**config.mk**
```make
export PLATFORM = sky130hd
export DESIGN_NAME = c2d_queue
export DESIGN_NICKNAME = d
export VERILOG_FILES = /design/src/design/c2d_pkg.sv /design/src/design/c2d_queue.sv
export SDC_FILE = /design/constraint.sdc
export NUM_CORES = 1
export LEC_CHECK = 0
export BUFFER_PORTS_ARGS = -buffer_cell sky130_fd_sc_hd__buf_2
export CORE_ASPECT_RATIO = 0.5
export CORE_UTILIZATION = 63
export DETAILED_ROUTE_END_ITERATION = 10
export GPL_ROUTABILITY_DRIVEN = 1
export PLACE_DENSITY_LB_ADDON = 0.1
export SYNTH_ARGS = -nofsm -noshare
export SYNTH_HDL_FRONTEND = slang
export SYNTH_SLANG_ARGS = --single-unit
```
**constraint.sdc**
```tcl
create_clock -name clock -period 3 [get_ports clock]
set_input_delay 0.45 -clock clock [delete_from_list [all_inputs] [get_ports clock]]
set_output_delay 0.45 -clock clock [all_outputs]
set_load 0.03 [all_outputs]
```
**src/design/c2d_pkg.sv**
```systemverilog
// ----------------------------------------------------------------------------
// c2d_pkg: shared definitions for the streaming 3x3 convolution core
// Field widths, register indexes, default sizes and the output queue status
// record used between the top level and its result queue.
// ----------------------------------------------------------------------------
package c2d_pkg;

   // Default values of the top level parameters.
   localparam int DEF_MAX_WIDTH   = 64;
   localparam int DEF_PIXEL_BITS  = 16;
   localparam int DEF_WEIGHT_BITS = 16;

   // Kernel size and frame limits.
   localparam int KSIZE      = 3;
   localparam int MIN_DIM    = 3;
   localparam int MAX_HEIGHT = 4096;
   localparam int RESET_DIM  = 6;

   // Fixed widths of registers and result fields.
   localparam int KERNEL_BITS    = 48;
   localparam int WIDTH_REG_BITS = 7;
   localparam int HEIGHT_BITS    = 13;
   localparam int ROW_BITS       = 12;
   localparam int FEAT_BITS      = 36;
   localparam int CSR_DATA_BITS  = 48;
   localparam int CSR_INDEX_BITS = 3;

   // Register indexes of the configuration port.
   typedef enum logic [CSR_INDEX_BITS-1:0] {
      CSR_KERNEL_TOP   = 3'd0,
      CSR_KERNEL_MID   = 3'd1,
      CSR_KERNEL_BOT   = 3'd2,
      CSR_FRAME_WIDTH  = 3'd3,
      CSR_FRAME_HEIGHT = 3'd4
   } csr_index_type;

   // Result queue sizing.
   localparam int QUEUE_DEPTH = 8;
   localparam int QPTR_BITS   = $clog2(QUEUE_DEPTH);
   localparam int QCNT_BITS   = $clog2(QUEUE_DEPTH + 1);

   typedef struct packed {
      logic                 not_empty;
      logic [QCNT_BITS-1:0] count;
   } queue_status_type;

endpackage

```
**src/design/c2d_queue.sv**
```systemverilog
// ----------------------------------------------------------------------------
// c2d_queue: result queue in front of the output channel
// A small register FIFO that absorbs the beats still in the pipeline while
// the receiver stalls.
// ----------------------------------------------------------------------------
module c2d_queue import c2d_pkg::*; #(
   parameter int WIDTH = 8
) (
   input  logic             clock,
   input  logic             reset,
   input  logic             push,
   input  logic [WIDTH-1:0] push_data,
   input  logic             pop,
   output logic [WIDTH-1:0] pop_data,
   output queue_status_type status
);

   logic [WIDTH-1:0]     slots_ff [QUEUE_DEPTH];
   logic [QPTR_BITS-1:0] wr_ptr_ff, wr_ptr_in;
   logic [QPTR_BITS-1:0] rd_ptr_ff, rd_ptr_in;
   logic [QCNT_BITS-1:0] count_ff, count_in;

   always_comb begin
      wr_ptr_in = push ? wr_ptr_ff + QPTR_BITS'(1) : wr_ptr_ff;
      rd_ptr_in = pop  ? rd_ptr_ff + QPTR_BITS'(1) : rd_ptr_ff;
      count_in  = count_ff;
      if (push && !pop) begin
         count_in = count_ff + QCNT_BITS'(1);
      end else if (pop && !push) begin
         count_in = count_ff - QCNT_BITS'(1);
      end
   end

   always_ff @(posedge clock) begin
      if (reset) begin
         wr_ptr_ff <= '0;
         rd_ptr_ff <= '0;
         count_ff  <= '0;
      end else begin
         wr_ptr_ff <= wr_ptr_in;
         rd_ptr_ff <= rd_ptr_in;
         count_ff  <= count_in;
      end
   end

   always_ff @(posedge clock) begin
      if (push) begin
         slots_ff[wr_ptr_ff] <= push_data;
      end
   end

   assign pop_data         = slots_ff[rd_ptr_ff];
   assign status.not_empty = (count_ff != '0);
   assign status.count     = count_ff;

endmodule

```
# Word-level counts from Yosys, hierarchy flattened
# Memory sizes are Yosys's and may differ from the RTL's. A register that Yosys moved wholly into a read port is not among the register bits.
# Cells that the tools add are included.
# Widths: inputs -> output; s select.
[totals]
register_bits = 10
latch_bits = 0
ram_bits = 64
romBits = 0
output_inout_bits = 13
word_cells = 20
n_memories = 1
[memory_table]
columns = ["memory", "depth", "width", "rd", "rd_ports_with_merged_regs", "wr", "line_no", "rtl"]
rows = [
  ["slots_ff", 8, 8, 1, 1, 1, "c2d_queue.sv:18", "logic [WIDTH-1:0] slots_ff [QUEUE_DEPTH];"],
]
[classes]
add_sub_neg = 4
mul = 0
div = 0
n_lt_le_gt_ge = 0
eq_ne = 0
shifts = 0
muxes = 6
bitwise_logic = 0
n_reduce_logical = 6
[op_table]
columns = ["operator", "n"]
rows = [
  ["$mux 4", 2],
  ["$add 3x1->3 const B", 2],
  ["$mux 3", 2],
  ["$add 4x1->4 const B", 1],
  ["$reduce_bool 4->1", 1],
  ["$sub 4x1->4 const B", 1],
  ["$logic_and 1x1->1", 2],
  ["$logic_not 1->1", 2],
  ["$mux 1", 2],
  ["$reduce_bool 2->1", 1],
]

# Logic depth before layout (Yosys ltp)
[logic_depth]
word_depth = 4
ltp_mapped = 8

# Worst setup path before layout
# No wires, ideal clock.
[synth_path]
kind = "input-to-reg"
from = "in pop"
to = "reg count_ff[3]"
setup_ns = 0.121
t_arrival_ns = 1.771
t_required_ns = 2.879
setup_slack_ns = 1.108
stages = 8
n_path_buf = 0
cell_sequence = "inv_1 ha_1 inv_1 ha_1 a21oi_1 a211oi_1 a31oi_1 mux2_2"
[synth_via]
elab_chain_cells = 3
elab_cells_between_ends = 5
[synth_lines]
columns = ["item", "line_no", "rtl"]
rows = [
  ["start: declaration", "c2d_queue.sv:13", "input logic pop,"],
  ["$logic_not 1->1", "c2d_queue.sv:27", "if (push && !pop) begin"],
  ["$logic_and 1x1->1", "c2d_queue.sv:27", ""],
  ["$mux 4 / $reduce_bool 2->1 (equally long branches)", "-", ""],
  ["end signal: assignment", "c2d_queue.sv:42", "count_ff <= count_in;"],
  ["end: declaration", "c2d_queue.sv:21", "logic [QCNT_BITS-1:0] count_ff, count_in;"],
]
# Several ways; a longest one is shown, not always the timed one.
# A chain may end at the register's enable or synchronous reset.

==> results.txt <==
cell with the most instances after synthesis -> edfxtp_1
Worst Setup Start Kind -> flop
RD Place Congestion -> 0.720
# nets final -> 211
layout cells sized above 1 -> 26.8%
Finish-stage setup viols -> 0
vias per inst -> 5.67
Die Y -> 51.5 um
Post-Syn Area -> 3080 um2
critical path arrival -> 2.00 ns
Core Rows -> 17
Post-synth ARST share -> 0%
Non-Filler Instances -> 264
yosys warns -> 0
top cells by count, synth -> 64 x edfxtp_1, 19 x nor2_1, 15 x mux4_1
leakage power -> 1.26 nW
CP max FO -> 16
fmax -> 0.408 GHz
setup bufs post-CTS -> 0
ys flop type -> edfxtp_1
cts hold-fix bufs -> 0
slowest stage delay, CP -> 0.61 ns
CTS tree -> built
worst path required time -> 2.55 ns
Avg Cell Area, Syn -> 19.1 um2
status -> finished, final reports clean
htree depth -> 3
Post-synth EDFFs -> 64
design area -> 3510 um2
Max IR drop VDD -> 0.490 mV
dpl cell area -> 3260 um2
Ports -> 25
Cell Chain, Critical Path -> buf_4 > mux4_1 > mux2_2 > buf_2
final worst-path cycle share -> 81.8%
Placed Cells -> 248
IO Port Bufs -> 24
placeable core area -> 4550 um2
Tmin final -> 2.45 ns
ANT cells -> 0
Final Util -> 77.2%
# DRC -> 0
Netlist cell types -> 26
grt ovf -> 0
DIE AREA -> 5190 um2
drt pass-1 iters -> 4
RSZ-0062 raised after global routing -> false
area leader, netlist -> edfxtp_1
HPWL reported at the end of detailed placement -> 2.97 mm
Starting Density -> 67.7%
gr usage total -> 22.4%
largest net degree at the start of global routing -> 17
sequential-to-total area share from yosys stat -> 70.8%
Iteration-0 DRC Markers -> 65
vias in the first global route -> 1503
CTS Root Cell -> clkbuf_8
Hold Violations, Final -> 0
skew final -> 0.00660 ns
initial antenna violation count -> 0
CTS max path bufs -> 2
Clk Latency, worst-skew pair -> 0.33 ns
Avg WL per Cell -> 18.1 um
Worst slew margin -> 38.1%
via count -> 1498
MaxCap Viol Count -> 0
Syn Inst Count -> 161
#FFs+latches synth -> 77
leading post-synthesis cells by cell area -> edfxtp_1 62%, mux4_1 13%, dfxtp_1 8.4%
min-delay worst type -> in2reg
Crit. End Element -> primary output
global-route wire length before repair -> 7.62 mm
Cell Pwr Density -> 698 nW/um2
Crit Path Class -> reg2out
die width -> 101 um
clock slew at reported path FFs -> 0.07 ns
final setup TNS -> 0 ns
CTS buffer count -> 9
Slowest cell on crit path -> mux4_1
CTS resizes -> 0
area grow syn2layout -> 14.0%
Post-Route WL -> 4.79 mm
worst slew pin tran -> 0.925 ns
CTS Sinks -> 77
post-synth top area share -> 62.4%
Final Max Slew Viols -> 0
Worst Path Buf+Inv -> 2
syn_nets -> 179
Final ANT Viol Nets -> 0
CP top delay family -> multiplexers
worst hold slack -> 0.383 ns
worst paths after layout:
kind / start / slack, ns / depth (start not counted) / end
worst max-delay path: flop / 0.55 / 4 / pop_data[3]
worst min register to register: rd_ptr_ff[2]$_SDFFE_PP0P_ / 0.54 / 2 / rd_ptr_ff[2]$_SDFFE_PP0P_
worst max register to register: wr_ptr_ff[0]$_SDFFE_PP0P_ / 1.35 / 2 / slots_ff[6][7]$_DFFE_PP_
worst min-delay path: push_data[2] / 0.38 / 1 / slots_ff[4][2]$_DFFE_PP_
sequential cells by signal, indices dropped and copies added, names as in the netlist, named ones only:
register / flops
slots_ff: 64
count_ff: 4
rd_ptr_ff: 3
wr_ptr_ff: 3
cell families (layout without fill, tap and decap cells):
logic type,Yosys count,count (layout),synth area share [%]
flip-flops,77,77,70.8
AND/OR/NAND/NOR,31,31,4.34
multiplexers,28,28,17.8
buffers and inverters,9,46,1.91
adder cells (fa/ha/maj),6,6,2.68
XOR/XNOR,6,6,1.71
AO/OA/AOI/OAI,4,4,0.772
metrics by stage:
step	setup WS [ns]	total power, mW
6_report	0.546	2.45
5_1_grt	0.399	2.55
4_1_cts	0.489	2.48
3_5_place_dp	0.826	1.55
3_3_place_gp	0.914	1.54
2_1_floorplan	1.11	1.47
per-layer routing:
layer / global-route usage (%) / vias up / part of all wire (%)
li1: - / 701 / -
met1: 26.4 / 760 / 47
met2: 38.4 / 31 / 48
met3: 9.30 / 6 / 3.6
met4: 7.00 / 0 / 1.3
met5: 0 / - / 0
report_power, final:
group	internal, mW	switching, mW	leakage [nW]
clock network	0.597	0.335	0.127
registers	1.20	0.0321	0.688
logic	0.123	0.167	0.442
total	1.92	0.534	1.26
final cells by class:
class                      instances  area, um2
sequential                        77       2180
multi-input combinational         75        841
tap                               66       82.6
timing repair buffer              28        150
inverter                           2       7.51
clock buffer                      12        155
clock inverter                     4       95.1
fill                             266       1040
layout by cell type, fill, tap and decap left out:
cell type and instances:
a211oi_1 1, a21oi_1 2, a31oi_1 1, buf_2 24, buf_4 4, bufinv_16 3
clkbuf_1 1, clkbuf_8 11, clkinv_2 1, dfxtp_1 13, edfxtp_1 64, fa_1 1
ha_1 5, inv_1 2, mux2_2 9, mux2i_1 3, mux4_1 15, mux4_2 1
nand2_1 4, nand2b_1 3, nand3_1 1, nor2_1 19, nor2b_1 1, nor3_1 2
or4_1 1, xnor2_1 3, xor2_1 3
Power figures use the tool's default switching activity.
