[config.mk]
export PLATFORM = sky130hd
export DESIGN_NAME = c2d_cell
export DESIGN_NICKNAME = d
export VERILOG_FILES = /design/src/design/c2d_pkg.sv /design/src/design/c2d_cell.sv
export SDC_FILE = /design/constraint.sdc
export NUM_CORES = 2
export LEC_CHECK = 0
export ABC_AREA = 1
export BUFFER_PORTS_ARGS = -buffer_cell sky130_fd_sc_hd__buf_2
export CORE_ASPECT_RATIO = 1.75
export CORE_MARGIN = 3
export CORE_UTILIZATION = 60
export DETAILED_ROUTE_END_ITERATION = 7
export MAX_ROUTING_LAYER = met4
export PLACE_DENSITY = 0.78
export SLEW_MARGIN = 30
export SYNTH_ARGS = -nofsm -noshare
export SYNTH_HDL_FRONTEND = slang
export SYNTH_SLANG_ARGS = --single-unit
[constraint.sdc]
create_clock -name clock -period 13.95 [get_ports clock]
set_input_delay 2.79 -clock clock [delete_from_list [all_inputs] [get_ports clock]]
set_output_delay 2.79 -clock clock [all_outputs]
set_load 0.05 [all_outputs]
[src/design/c2d_pkg.sv]
// ----------------------------------------------------------------------------
// c2d_pkg: shared definitions for the streaming 3x3 convolution core
// Field widths, register indexes, default sizes and the output queue status
// record used between the top level and its result queue.
// ----------------------------------------------------------------------------
package c2d_pkg;

   // Default values of the top level parameters.
   localparam int DEF_MAX_WIDTH   = 64;
   localparam int DEF_PIXEL_BITS  = 16;
   localparam int DEF_WEIGHT_BITS = 16;

   // Kernel size and frame limits.
   localparam int KSIZE      = 3;
   localparam int MIN_DIM    = 3;
   localparam int MAX_HEIGHT = 4096;
   localparam int RESET_DIM  = 6;

   // Fixed widths of registers and result fields.
   localparam int KERNEL_BITS    = 48;
   localparam int WIDTH_REG_BITS = 7;
   localparam int HEIGHT_BITS    = 13;
   localparam int ROW_BITS       = 12;
   localparam int FEAT_BITS      = 36;
   localparam int CSR_DATA_BITS  = 48;
   localparam int CSR_INDEX_BITS = 3;

   // Register indexes of the configuration port.
   typedef enum logic [CSR_INDEX_BITS-1:0] {
      CSR_KERNEL_TOP   = 3'd0,
      CSR_KERNEL_MID   = 3'd1,
      CSR_KERNEL_BOT   = 3'd2,
      CSR_FRAME_WIDTH  = 3'd3,
      CSR_FRAME_HEIGHT = 3'd4
   } csr_index_type;

   // Result queue sizing.
   localparam int QUEUE_DEPTH = 8;
   localparam int QPTR_BITS   = $clog2(QUEUE_DEPTH);
   localparam int QCNT_BITS   = $clog2(QUEUE_DEPTH + 1);

   typedef struct packed {
      logic                 not_empty;
      logic [QCNT_BITS-1:0] count;
   } queue_status_type;

endpackage

[src/design/c2d_cell.sv]
// ----------------------------------------------------------------------------
// c2d_cell: one window column of the convolution
// Holds one three-pixel column of the window, hands it on to the next cell
// when the window shifts, and forms the weighted sum of its column.
// ----------------------------------------------------------------------------
module c2d_cell import c2d_pkg::*; #(
   parameter int PIXEL_BITS  = DEF_PIXEL_BITS,
   parameter int WEIGHT_BITS = DEF_WEIGHT_BITS
) (
   input  logic                          clock,
   input  logic                          reset,
   input  logic                          shift_en,
   input  logic [KSIZE*PIXEL_BITS-1:0]   col_in,
   input  logic [KSIZE*WEIGHT_BITS-1:0]  weights,
   output logic [KSIZE*PIXEL_BITS-1:0]   col_out,
   output logic signed [FEAT_BITS-1:0]   col_sum
);

   localparam int PROD_BITS = PIXEL_BITS + WEIGHT_BITS;
   localparam int EXT_BITS  = (PROD_BITS > FEAT_BITS) ? PROD_BITS : FEAT_BITS;

   logic [KSIZE*PIXEL_BITS-1:0] column_ff, column_in;
   logic signed [FEAT_BITS-1:0] prod_ff [KSIZE];
   logic signed [FEAT_BITS-1:0] prod_in [KSIZE];
   logic signed [FEAT_BITS-1:0] col_sum_ff, col_sum_in;

   always_comb begin
      column_in = shift_en ? col_in : column_ff;
   end

   // Products are taken modulo 2^FEAT_BITS, which is all the result keeps.
   always_comb begin
      logic signed [PROD_BITS-1:0] prod_full;
      logic signed [EXT_BITS-1:0]  prod_ext;
      for (int i = 0; i < KSIZE; i++) begin
         prod_full  = $signed(column_ff[i*PIXEL_BITS +: PIXEL_BITS]) *
                      $signed(weights[i*WEIGHT_BITS +: WEIGHT_BITS]);
         prod_ext   = EXT_BITS'(prod_full);
         prod_in[i] = prod_ext[FEAT_BITS-1:0];
      end
   end

   always_comb begin
      col_sum_in = '0;
      for (int i = 0; i < KSIZE; i++) begin
         col_sum_in = col_sum_in + prod_ff[i];
      end
   end

   always_ff @(posedge clock) begin
      if (reset) begin
         column_ff <= '0;
      end else begin
         column_ff <= column_in;
      end
   end

   always_ff @(posedge clock) begin
      for (int i = 0; i < KSIZE; i++) begin
         prod_ff[i] <= prod_in[i];
      end
      col_sum_ff <= col_sum_in;
   end

   assign col_out = column_ff;
   assign col_sum = col_sum_ff;

endmodule

======== Word-level counts from Yosys, hierarchy flattened ========
Memory sizes are Yosys's and may differ from the RTL's.
Index checks and enable logic that the tools add are counted.
storage, ports and cells
  word-level logic and storage cells ...... 8
  ROM bits ................................ 0
  input port bits ......................... 99
  bits in writable memories ............... 108
  flip-flop bits (word level) ............. 84
  memories ................................ 1
  bits in latches ......................... 0
  output and inout port bits .............. 84
memories
  name     depth  width  read ports  clocked after Yosys merged registers in  write ports  RTL line        text
  prod_ff  3      36     3           0                                        3            c2d_cell.sv:23  logic signed [FEAT_BITS-1:0] prod_ff [KSIZE];
cells by class
  equality and inequality tests ........... 0
  reductions and logical operators ........ 0
  divide/modulo/power cells ............... 0
  magnitude comparators ................... 0
  bitwise logic cells ..................... 0
  multiply operators ...................... 3
  multiplexer cells ....................... 0
  add/sub/neg operators ................... 2
  shifts and indexed selects .............. 0
operators with widths
  kind                                            number
  16-bit by 16-bit multiplier with 32-bit output  3
  36-bit adder                                    2

======== Depth between registers and ports, before layout ========
  depth after elaboration ................. 2
  mapped depth ............................ 28
  depth with buffers taken out ............ 26

======== Worst setup path after synthesis ========
Ideal clock, no wire load.
  path type ............................... in2reg
  from .................................... input weights[6]
  to ...................................... memory prod_ff[0][35]
  path buffers ............................ 2
  setup slack ............................. 6051 ps
  data arrival time ....................... 7787 ps
  cell stages on the path ................. 22
  library setup time ...................... 112 ps
  required time ........................... 13838 ps
  path through ............................ clkbuf_1 -> clkbuf_1 -> nand2_1 -> fa_1 -> inv_1 -> fa_1 -> inv_1 -> fa_1 -> fa_1 -> fa_1 -> fa_1 -> inv_1 -> ha_1 -> nand2_1 -> nor2_1 -> nand2_1 -> nor3b_1 -> nand2_1 -> nand3_1 -> inv_1 -> nand2_1 -> nand2_1
RTL lines
  item                RTL line        text
  start: declaration  c2d_cell.sv:14  input logic [KSIZE*WEIGHT_BITS-1:0] weights,
  end: declaration    c2d_cell.sv:23

==> summary.md <==
| Metric | Value |
|---|---|
| Pin slew with the least headroom to its limit | `0.921 ns` |
| H-tree depth | `4` |
| Die Area | `around 69000 um2` |
| First-pass GRT wire length | `178000 um` |
| Post-Synth Simple-Gate Area | `18.8%` |
| Yosys top cell by area | `fa_1` |
| Seq/Total Area, Yosys | `9.18%` |
| Final Cycle Share | `58.3%` |
| Synth Warn # | `0` |
| Total Routing Usage GR | `35.0%` |
| Final RePlAce weighted congestion | `1.02` |
| Worst VDD drop | `approximately 0.17 mV` |
| Fill cell count | `5741` |
| Avg Inst Size Synth | `around 7.6 um2` |
| Post-route antenna net violation count | `0` |
| IO Port Bufs | `182` |
| Clock-pin slew on the worst setup and hold paths | `0.09 ns` |
| Asr flop ratio synth | `0%` |
| Synth cell types | `36` |
| Most common cell after layout, fill and taps aside | `inv_1` |
| First-pass DRT Iterations | `6` |
| # setup viols final | `0` |
| Combinational family with the most area after synthesis | `adder cells` |
| Number of global-route vias before repair | `approximately 35000` |
| DRC viols | `0` |
| Rows | `~120` |
| Tot Pwr | `8880 uW` |
| Initial Utilization | `60.9%` |
| Outcome | `finished, final reports clean` |
| Resize count post-CTS | `0` |
| Crit path kind | `in -> reg` |
| Synth Instances | `5147` |
| Global route overflow | `0` |
| Post-layout min period | `just over 8 ns` |
| Routed length per placed instance | `~18 um` |
| CTS sink cnt | `180` |
| Post-CTS Setup Inserts | `0` |
| Worst setup SP type | `input port` |
| Main area contributors after synthesis | `fa_1 42%, inv_1 14%, nand2_1 13%` |
| Area grow syn2layout | `4.94%` |
| Drt initial violations | `around 1600` |
| Top FF cell, synth | `dfxtp_1` |
| DP Wirelength | `93200 um` |
| Reg2reg setup slack | `7.61 ns` |
| MaxCap Viol Count | `0` |
| Met1 Resource Use GR | `32.6%` |
| Drt via density | `between 5 and 6` |
| Num CTS Buffers | `17` |
| Met2 global-route usage | `64.1%` |
| Final Max Tran Viols | `0` |
| Die W | `199 um` |
| Post-Syn Area | `39300 um2` |
| Share of cells above drive strength 1 | `about 5.5%` |
| Unrepaired setup endpoints after global routing | `false` |
| FF+latch count, synth | `180` |
| Gr busiest metal | `met2` |
| Final TNS setup | `0 ns` |
| Post-synthesis compound-gate area fraction | `3.65%` |
| CTS tree | `yes` |
| Nets@finish | `6360` |
| Leakage | `0.0249 uW` |
| Reg area | `3610 um2` |
| Multi-input logic area | `29400 um2` |
| Clk root buf | `clkbuf_16` |
| Worst slew margin | `38.5%` |
| Largest net degree at the start of global routing | `50` |
| CP required | `14.36 ns` |
| Type of the tightest min-delay check | `reg -> reg` |
| Clock buffer depth | `2` |
| Crit path DAT | `8.54 ns` |
| Power per cell area | `215 nW/um2` |
| Skew-Pair Late Insertion Delay | `0.51 ns` |
| Yosys top cell area share | `41.7%` |
| Routed wire length | `110000 um` |
| M3 GR Usage | `5.43%` |
| Initial antenna violation count | `6` |
| Critical Path Sink Type | `flip-flop` |
| Fin Hold WS | `0.667 ns` |
| Post-synth EDFFs | `0` |
| Hold Vio Cnt, Final | `0` |
| Most frequent cells in the layout | `1470 x inv_1, 1411 x nand2_1, 819 x fa_1` |
| Ports | `183` |
| Vias | `32032` |
| DIE HEIGHT | `344 um` |
| Post-synthesis mux area share | `0%` |
| Fmax | `0.123 GHz` |
| Post-Synth Adder-Cell Area | `50.6%` |
| Critical-path maximum fanout | `16` |
| Core area | `around 64000 um2` |
| Clock skew | `about 0.019 ns` |
| Hold buffer count at cts | `0` |
| Post-Synth XOR/XNOR Area | `1.74%` |
| Syn Nets | `6343` |
[cells in the mapped netlist, types with 2 or more instances]
cell type	count
inv_1	1471
nand2_1	1411
fa_1	819
ha_1	278
clkbuf_1	197
nor2_1	197
dfxtp_1	180
a21oi_1	168
nand3_1	122
o21ai_0	65
xor2_1	62
nand4_1	42
nor3_1	26
o21bai_1	19
nand2_2	16
xnor2_1	16
or2_2	15
nand3b_1	6
a21o_1	5
buf_1	5
nor2_2	4
a21boi_0	3
a21oi_2	3
nor3_2	3
buf_2	2
nor3b_1	2
[report_power, final]
part | internal [uW] | switching [uW] | total, uW
Combinational | 2510 | 4880 | 7390
Clock | 258 | 261 | 519
Sequential | 784 | 187 | 971
Total | 3550 | 5330 | 8880
[cell type report]
| class | instances | area share (%) |
|---|---|---|
| Antenna cell | 7 | 0.0425 |
| Tap cell | 812 | 2.47 |
| Inverter | 1472 | 13.4 |
| Clock inverter | 14 | 0.434 |
| Clock buffer | 18 | 1.04 |
| Sequential cell | 180 | 8.76 |
| Multi-Input combinational cell | 3291 | 71.3 |
| Timing Repair Buffer | 202 | 2.57 |
[cell families after synthesis]
family	count (synthesis)
fa+ha+maj	1097
buf+inv	1676
simple gates	1848
xor+xnor	78
flops	180
compound gates	268
[worst paths after layout]
| check | end | cells after the start | start |
|---|---|---|---|
| setup / recovery | prod_ff[0][106] | 21 | weights[33] |
| hold / removal | col_sum[1] | 2 | prod_ff[0][37] |
| setup reg to reg | prod_ff[0][106] | 20 | col_out[47] |
| hold reg to reg | col_sum[1] | 2 | prod_ff[0][37] |
[stage by stage]
stage,cells,util (%),setup slack [ns],instance area (um2)
global placement,5957,62.9,5.43,40600
global route,5993,63.9,5.59,41200
CTS,5989,63.9,5.91,41200
finish,5996,63.9,5.81,41200
floorplan,5147,-,6.05,39300
detailed placement,5957,62.9,5.36,40600
[registers in the layout, summed over array words and instances, names as in the netlist]
signal	count
prod_ff	96
col_out	48
col_sum	36
[critical path, stage by stage]
cell and delay (ns):
buf_2 0.21, nand2_1 0.15, inv_1 0.10, fa_1 0.75, fa_1 0.69, fa_1 0.69
inv_1 0.09, fa_1 0.48, inv_1 0.05, fa_1 0.56, fa_1 0.46, ha_1 0.40
nand2_1 0.09, nor2_1 0.15, nand2_1 0.15, nor3b_1 0.26, nand2_1 0.21, inv_1 0.09
nor2_1 0.05, nand2_1 0.06, nand2_1 0.05
[metal layers]
layer | up-vias | wire length (um)
met5 | - | 0
met4 | 0 | 9730
met3 | 534 | 5100
met2 | 1131 | 60300
met1 | 15690 | 34700
li1 | 14677 | -
Power figures use the tool's default switching activity.
