--- config.mk ---
export PLATFORM = sky130hd
export DESIGN_NAME = c2d_ram
export DESIGN_NICKNAME = d
export VERILOG_FILES = /design/src/design/c2d_ram.sv
export SDC_FILE = /design/constraint.sdc
export NUM_CORES = 1
export LEC_CHECK = 0
export ABC_CLOCK_PERIOD_IN_PS = 4700
export BUFFER_PORTS_ARGS = -buffer_cell sky130_fd_sc_hd__buf_2
export CAP_MARGIN = 20
export CORE_MARGIN = 8
export CORE_UTILIZATION = 30
export CTS_CLUSTER_DIAMETER = 200
export DETAILED_ROUTE_END_ITERATION = 16
export RECOVER_POWER = 25
export SKIP_CTS_REPAIR_TIMING = 1
export SYNTH_ARGS = -nofsm -noshare
export SYNTH_HDL_FRONTEND = slang
export SYNTH_SLANG_ARGS = --single-unit
--- constraint.sdc ---
create_clock -name clock -period 4.7 [get_ports clock]
set_clock_uncertainty 0.15 [all_clocks]
set_input_delay 0.94 -clock clock [delete_from_list [all_inputs] [get_ports clock]]
set_output_delay 0.94 -clock clock [all_outputs]
set_load 0.005 [all_outputs]
--- src/design/c2d_ram.sv ---
// ----------------------------------------------------------------------------
// c2d_ram: generic single write port RAM with registered read
// One write and one read per cycle; read data appears after the clock edge.
// ----------------------------------------------------------------------------
module c2d_ram #(
   parameter int WIDTH = 8,
   parameter int DEPTH = 16
) (
   input  logic                     clock,
   input  logic                     wr_en,
   input  logic [$clog2(DEPTH)-1:0] wr_addr,
   input  logic [WIDTH-1:0]         wr_data,
   input  logic                     rd_en,
   input  logic [$clog2(DEPTH)-1:0] rd_addr,
   output logic [WIDTH-1:0]         rd_data
);

   logic [WIDTH-1:0] mem_ff [DEPTH];
   logic [WIDTH-1:0] rd_data_ff;

   always_ff @(posedge clock) begin
      if (wr_en) begin
         mem_ff[wr_addr] <= wr_data;
      end
      if (rd_en) begin
         rd_data_ff <= mem_ff[rd_addr];
      end
   end

   assign rd_data = rd_data_ff;

endmodule

# Word level (Yosys, flattened, before mapping)
# Memory sizes are Yosys's and may differ from the RTL's. A register that Yosys moved wholly into a read port is not among the register bits.
# Index checks and enable logic that the tools add are counted.
[op_classes]
mux = 2
[ops]
columns = ["operator", "count"]
rows = [
  ["1-bit 2-to-1 mux", 2],
]
[totals]
out_inout_bits = 8
in_bits = 19
regBits = 0
mem_bits_rw = 128
wordCells = 3
mem_count = 1
[memory_table]
columns = ["name", "depth", "width", "rd", "rd_ports_with_merged_regs", "wr", "line", "rtl"]
rows = [
  ["mem_ff", 16, 8, 1, 1, 1, "18", "logic [WIDTH-1:0] mem_ff [DEPTH];"],
]

# Depth between registers and ports, before layout
# Gate-level depths: netlist (run 1).
[logic_depth]
ltp_word = 2
mapped_depth = 5
mapped_depth_nobuf = 3

# Worst setup path after synthesis (run 1)
# OpenSTA, ideal clock, no wires.
[synth_timing]
kind = "input port to flip-flop"
start = "input port wr_addr[2]"
end = "memory mem_ff[0][0] (enable)"
path_buffers = 0
arrival_ns = 2.050
setup_slack_ns = 2.117
setup_ns = 0.383
cell_stages = 2
cell_sequence = "or3b_2 -> nor3_1"
[synth_rtl]
columns = ["element", "line", "rtl"]
rows = [
  ["start, declared", "11", "input logic [$clog2(DEPTH)-1:0] wr_addr,"],
  ["end, declared", "18", ""],
]
# Straight into the memory's write port.

==> metrics.yaml, run 1 <==
outcome: "completed"
dieArea_um2: 21900
yosys.area_share.simple_pct: 3.14
cp_cell_sequence: "buf_2 > buf_12 > mux4_1 > a22oi_1 > nand2_1"
ios: 27
fmax_mhz: 403
start_kind: "input port"
crit_type: "in2reg"
die_w_um: 148
power.share.switching_pct: 18.8
gp_congestion: 0.695
drt_iter0_markers: 250
endpoint_kind: "register"
slew_viol_final: 0
synth_top_family_by_area: "multiplexers"
power.total_mw: 2.68
nets: 286
wl_um: 10300
num-fill-cells: 1621
grt_max_degree: 33
tritoncts: "built"
ff_latch_area_um2: 4080
muxShareOfSynthArea_pct: 14.8
clkSinkCount: 136
fin_ws_ns: 2.22
switchingPower_mw: 0.503
clock_latency_ns: 0.41
dp_hpwl_um: 6410
yosys_warnings: 0
power_frac_comb_pct: 4.4
tns_ns: 0
clockBufferDepth: 2
syn2layout_area_growth_pct: 16.9
vias: 2370
antenna_cells: 0
power-per-cell-area_nw_per_um2: 439
final_cell_area_um2: 6110
htree_levels: 4
start_util_pct: 30.4
p_clk_share_pct: 44.3
rows: 48
drv_cap: 0
yosysUniqueCellTypes: 18
core_area_um2: 17200
setup_viol: 0
period_minus_slack_ns: 2.48
hp-class: "reg2reg"
arrival_ns: 2.47
final_cell_mix: "edfxtp_1, buf_2, mux4_2, clkbuf_16, a22oi_1"
dpl-instance-area_um2: 5580
grt_antenna_before_repair: 1
crit_required_ns: 4.68
layout-drive-gt1-share_pct: 22.7
grt_pass1_wl_um: 15200
syn_avg_cell_area_um2: 22.8
synth_compound_area_share_pct: 2.30
finalCritPeriodShare_pct: 52.8
max_slew_margin_pct: 33.1
tightest_slew_ns: 1.00
multi_input_area_um2: 1070
ys_seq_area_share_pct: 78.1
drtPass1Iterations: 5
wl_per_cell_um: 20.4
clockRootBuffer: "clkbuf_16"
post-route-drc-count: 0
worstPathMaxFanout: 24
ant_nets: 0
power.leakage_nw: 1.97
ir_drop_mv: 0.272
ys_ff_latch: 136
seqPwrFrac_pct: 51.3
avgViaCountPerCell: 4.72
port_buffers: 26
grt_pass1_vias: 2533
netlist_instances: 229
final_common_cell: "edfxtp_1"
final_core_util_pct: 35.6
grt-ovfl-total: 0
synth_nets: 248
synth_xor_area_share_pct: 0
synth-adder-area-share_pct: 0
dp_worst_setup_slack_ns: 1.38
die_h_um: 148
grtUsageTotal_pct: 9.68
clk_pin_slew_ns: 0.05
intPower_mw: 2.18
synth_area_um2: 5230
cts_inserted_buffers: 17
hold_viol_final: 0
rsz0062_at_grt: "no"
cp_slowest_cell: "mux4_1"
critPathMaxStageDelay_ns: 0.59
## flip-flops by register name, summed over array words and instances, names as in the netlist
| signal | cells |
|---|---|
| mem_ff | 128 |
| rd_data | 8 |
## final cells by class
class	instances	share of cell area [%]
clock buffers	22	7.27
clock inverters	7	1.31
multi-input cells	83	17.5
flip-flops and latches	136	66.8
well taps	225	4.60
repair buffers	29	2.56
## final timing paths
kind,start,end,slack (ns),cells after the start
worst min register to register,mem_ff[8][3]$_DFFE_PP_,rd_data[3]$_DFFE_PP_,0.61,3
worst max register to register,mem_ff[1][1]$_DFFE_PP_,rd_data[1]$_DFFE_PP_,3.03,3
worst max-delay path,rd_addr[0],rd_data[1]$_DFFE_PP_,2.22,5
worst min-delay path,mem_ff[8][3]$_DFFE_PP_,rd_data[3]$_DFFE_PP_,0.61,3
## critical path, delay by kind of cell
| family | cells | cell delay, ns |
|---|---|---|
| AND/OR/NAND/NOR | 1 | 0.14 |
| buffers and inverters | 2 | 0.55 |
| AO/OA/AOI/OAI | 1 | 0.25 |
| multiplexers | 1 | 0.59 |
## metal layers
| metal | up-vias | wire length (um) | track usage, % |
|---|---|---|---|
| li1 | 1054 | - | - |
| met1 | 1231 | 4310 | 12.3 |
| met2 | 72 | 4980 | 14.8 |
| met3 | 11 | 852 | 3.18 |
| met4 | 2 | 103 | 4.13 |
| met5 | - | 10 | 0 |
## cell usage after synthesis
cell,count,area [um^2]
mux4_2,18,405
mux4_1,14,368
or3b_2,1,8.76
clkdlybuf4s25_2,3,30.0
nand2_1,9,33.8
and2b_1,1,7.51
nor2_1,13,48.8
buf_4,1,7.51
nor2b_1,1,6.26
nand2b_1,2,12.5
nand3b_1,2,15.0
buf_6,3,33.8
and2_1,1,6.26
edfxtp_1,136,4080
buf_2,3,15.0
nor3_1,4,20.0
nand3_1,1,5.00
a22oi_1,16,120
## cells by family (layout without fill, tap and decap cells)
family / Yosys count / in the layout
AOI/OAI and AO/OA: 16 / 16
muxes: 32 / 32
buffers and inverters: 10 / 58
DFF: 136 / 136
and+or+nand+nor: 35 / 35
## power by group through the flow
stage / clock (mW) / sequential (mW) / combinational [mW]
global placement: 0 / 1.40 / 0.117
CTS: 1.21 / 1.38 / 0.121
global route: 1.26 / 1.38 / 0.131
finish: 1.19 / 1.38 / 0.119
detailed placement: 0 / 1.40 / 0.121
floorplan: 0 / 1.40 / 0.0690
## metrics by stage
stage / hold slack [ns] / instances
after floorplan: 0.555 / 229
after global placement: 0.588 / 472
after detailed placement: 0.610 / 472
after CTS: 0.615 / 501
after global routing: 0.648 / 502
final: 0.610 / 502
(Power assumes the default switching activity.)
==> run 2: changes to the inputs <==
ABC_CLOCK_PERIOD_IN_PS = 2300   (was 4700)
clock period = 2.3 ns   (was 4.7 ns; I/O delays follow)
==> metrics.yaml, run 2 (synthesis gave the netlist of run 1 again) <==
wl_per_cell_um: 19.9  # -2.3%
tightest_slew_ns: 0.646  # -0.354 ns
fmax_mhz: 570
gp_congestion: 0.694  # -0.14%
slew_viol_final: 0  # unchanged
final_common_cell: "edfxtp_1"
power-per-cell-area_nw_per_um2: 914  # +110%
tns_ns: 0  # unchanged
multi_input_area_um2: 1060  # -0.94%
endpoint_kind: "register"
wl_um: 10400  # +1.7%
clkSinkCount: 136  # unchanged
final_cell_mix: "edfxtp_1, buf_2, buf_4, mux4_2, clkbuf_16"
setup_viol: 0  # unchanged
grt_antenna_before_repair: 2  # +1
num-fill-cells: 1597  # -1.5%
critPathBufInv: 2  # unchanged
layout-drive-gt1-share_pct: 30.9  # +8.1 points
ir_drop_mv: 0.507  # +87%
grt-ovfl-total: 0  # unchanged
clk_pin_slew_ns: 0.06  # about the same
clockRootBuffer: "clkbuf_16"
grt_pass1_wl_um: 16000  # +5.3%
cp_slowest_cell: "mux4_1"
hp-class: "in2reg"
syn2layout_area_growth_pct: 21.1
core_area_um2: 17200  # unchanged
tritoncts: "built"
crit_required_ns: 2.31  # -2.37 ns
dpl-instance-area_um2: 5740  # +2.8%
power.leakage_nw: 2.11  # +7.3%
dieArea_um2: 21900  # unchanged
drtPass1Iterations: 4  # -1
dp.cells: 491  # +4.0%
arrival_ns: 1.76  # -0.71 ns
hold_viol_final: 0  # unchanged
ant_nets: 0  # unchanged
outcome: "completed"
grtUsageTotal_pct: 10.2  # +0.50 points
cts_inserted_buffers: 17  # unchanged
die_h_um: 148  # unchanged
ff_latch_area_um2: 4080  # unchanged
dp_hpwl_um: 6820  # +6.3%
critPathTopFamily: "multiplexers"
crit_type: "in2reg"
port_buffers: 26  # unchanged
ios: 27  # unchanged
period_minus_slack_ns: 1.75
start_util_pct: 30.4  # unchanged
drv_cap: 0  # unchanged
critPathMaxStageDelay_ns: 0.57  # -0.02 ns
rows: 48  # unchanged
start_kind: "input port"
clock_latency_ns: 0.42  # about the same
cp_cell_sequence: "buf_2 > buf_4 > mux4_1 > a22oi_1 > nand2_1"
grt_pass1_vias: 2664  # +5.2%
drt_iter0_markers: 191  # -24%
htree_levels: 4  # unchanged
nets: 304  # +6.3%
largest_reg_flops: 128  # unchanged
antenna_cells: 0  # unchanged
top_register: "mem_ff"
finalCritPeriodShare_pct: 76.3
worstPathMaxFanout: 11  # -54%
post-route-drc-count: 0  # unchanged
rsz0062_at_grt: "no"
max_slew_margin_pct: 57.0  # +24 points
avgViaCountPerCell: 4.77  # +1.0%
clockBufferDepth: 2  # unchanged
vias: 2495  # +5.3%
fin_cells: 523  # +4.2%
final_cell_area_um2: 6330  # +3.6%
die_w_um: 148  # unchanged
grt_max_degree: 33  # unchanged
[run 2: cell types whose count changed in the layout (fill, tap and decap cells not counted)]
| cell | before | now |
|---|---|---|
| nor3_1 | 2 | 4 |
| clkbuf_1 | 12 | 6 |
| clkinv_2 | 1 | 3 |
| clkinvlp_4 | 0 | 1 |
| buf_4 | 2 | 19 |
| clkinv_4 | 0 | 5 |
| buf_12 | 1 | 2 |
| buf_2 | 19 | 21 |
| clkinv_1 | 4 | 0 |
| nor3_2 | 2 | 0 |
| bufinv_16 | 2 | 3 |
| inv_6 | 0 | 2 |
[run 2: layer usage]
| metal | part of all wire (%) | GRT usage (%) | vias to the layer above | routed length [um] |
|---|---|---|---|---|
| li1 | - | - | 1093 | - |
| met1 | 45 | 13.1 | 1299 | 4710 |
| met2 | 46 | 15.2 | 79 | 4810 |
| met3 | 7.0 | 3.97 | 20 | 734 |
| met4 | 1.4 | 3.98 | 4 | 148 |
| met5 | 0.26 | 0 | - | 27 |
[run 2: layout make-up]
cell class	instances	share of cell area, %
Sequential cell	136	64.5
Timing Repair Buffer	47	4.84
Multi-Input combinational cell	83	16.7
Tap cell	225	4.45
Clock buffer	18	6.78
Clock inverter	14	2.75
[run 2: final timing paths]
kind | slack (ns) | cells after the start | startpoint | to
setup reg to reg | 0.62 | 3 | mem_ff[9][4]$_DFFE_PP_ | rd_data[4]$_DFFE_PP_
hold reg to reg | 0.60 | 3 | mem_ff[12][5]$_DFFE_PP_ | rd_data[5]$_DFFE_PP_
setup / recovery | 0.55 | 5 | rd_addr[0] | rd_data[2]$_DFFE_PP_
hold / removal | 0.29 | 1 | wr_data[6] | mem_ff[15][6]$_DFFE_PP_
[run 2: metrics by stage]
stage          hold slack, ns  power (mW)  setup slack (ns)  utilization (%)
6_report                0.285        5.79             0.545             36.9
5_1_grt                 0.287        5.97             0.492             36.9
4_1_cts                 0.255        5.84             0.523             36.9
3_5_place_dp            0.585        3.12            0.0841             33.4
3_3_place_gp            0.577        3.11            0.0922             33.4
2_1_floorplan           0.409        3.00             0.197                -
[run 2: power by group]
group          total, mW  internal [mW]  leakage, nW  switching [mW]
Combinational      0.251          0.110        0.580           0.142
Sequential          2.81           2.79         1.24          0.0171
Clock               2.73           1.71        0.295            1.02
Total               5.79           4.61         2.11            1.18
[run 2: worst reg2reg max path: stages (launching register included)]
cell and delay (ns):
edfxtp_1 0.38, mux4_1 0.52, a22oi_1 0.29, nand2_1 0.09
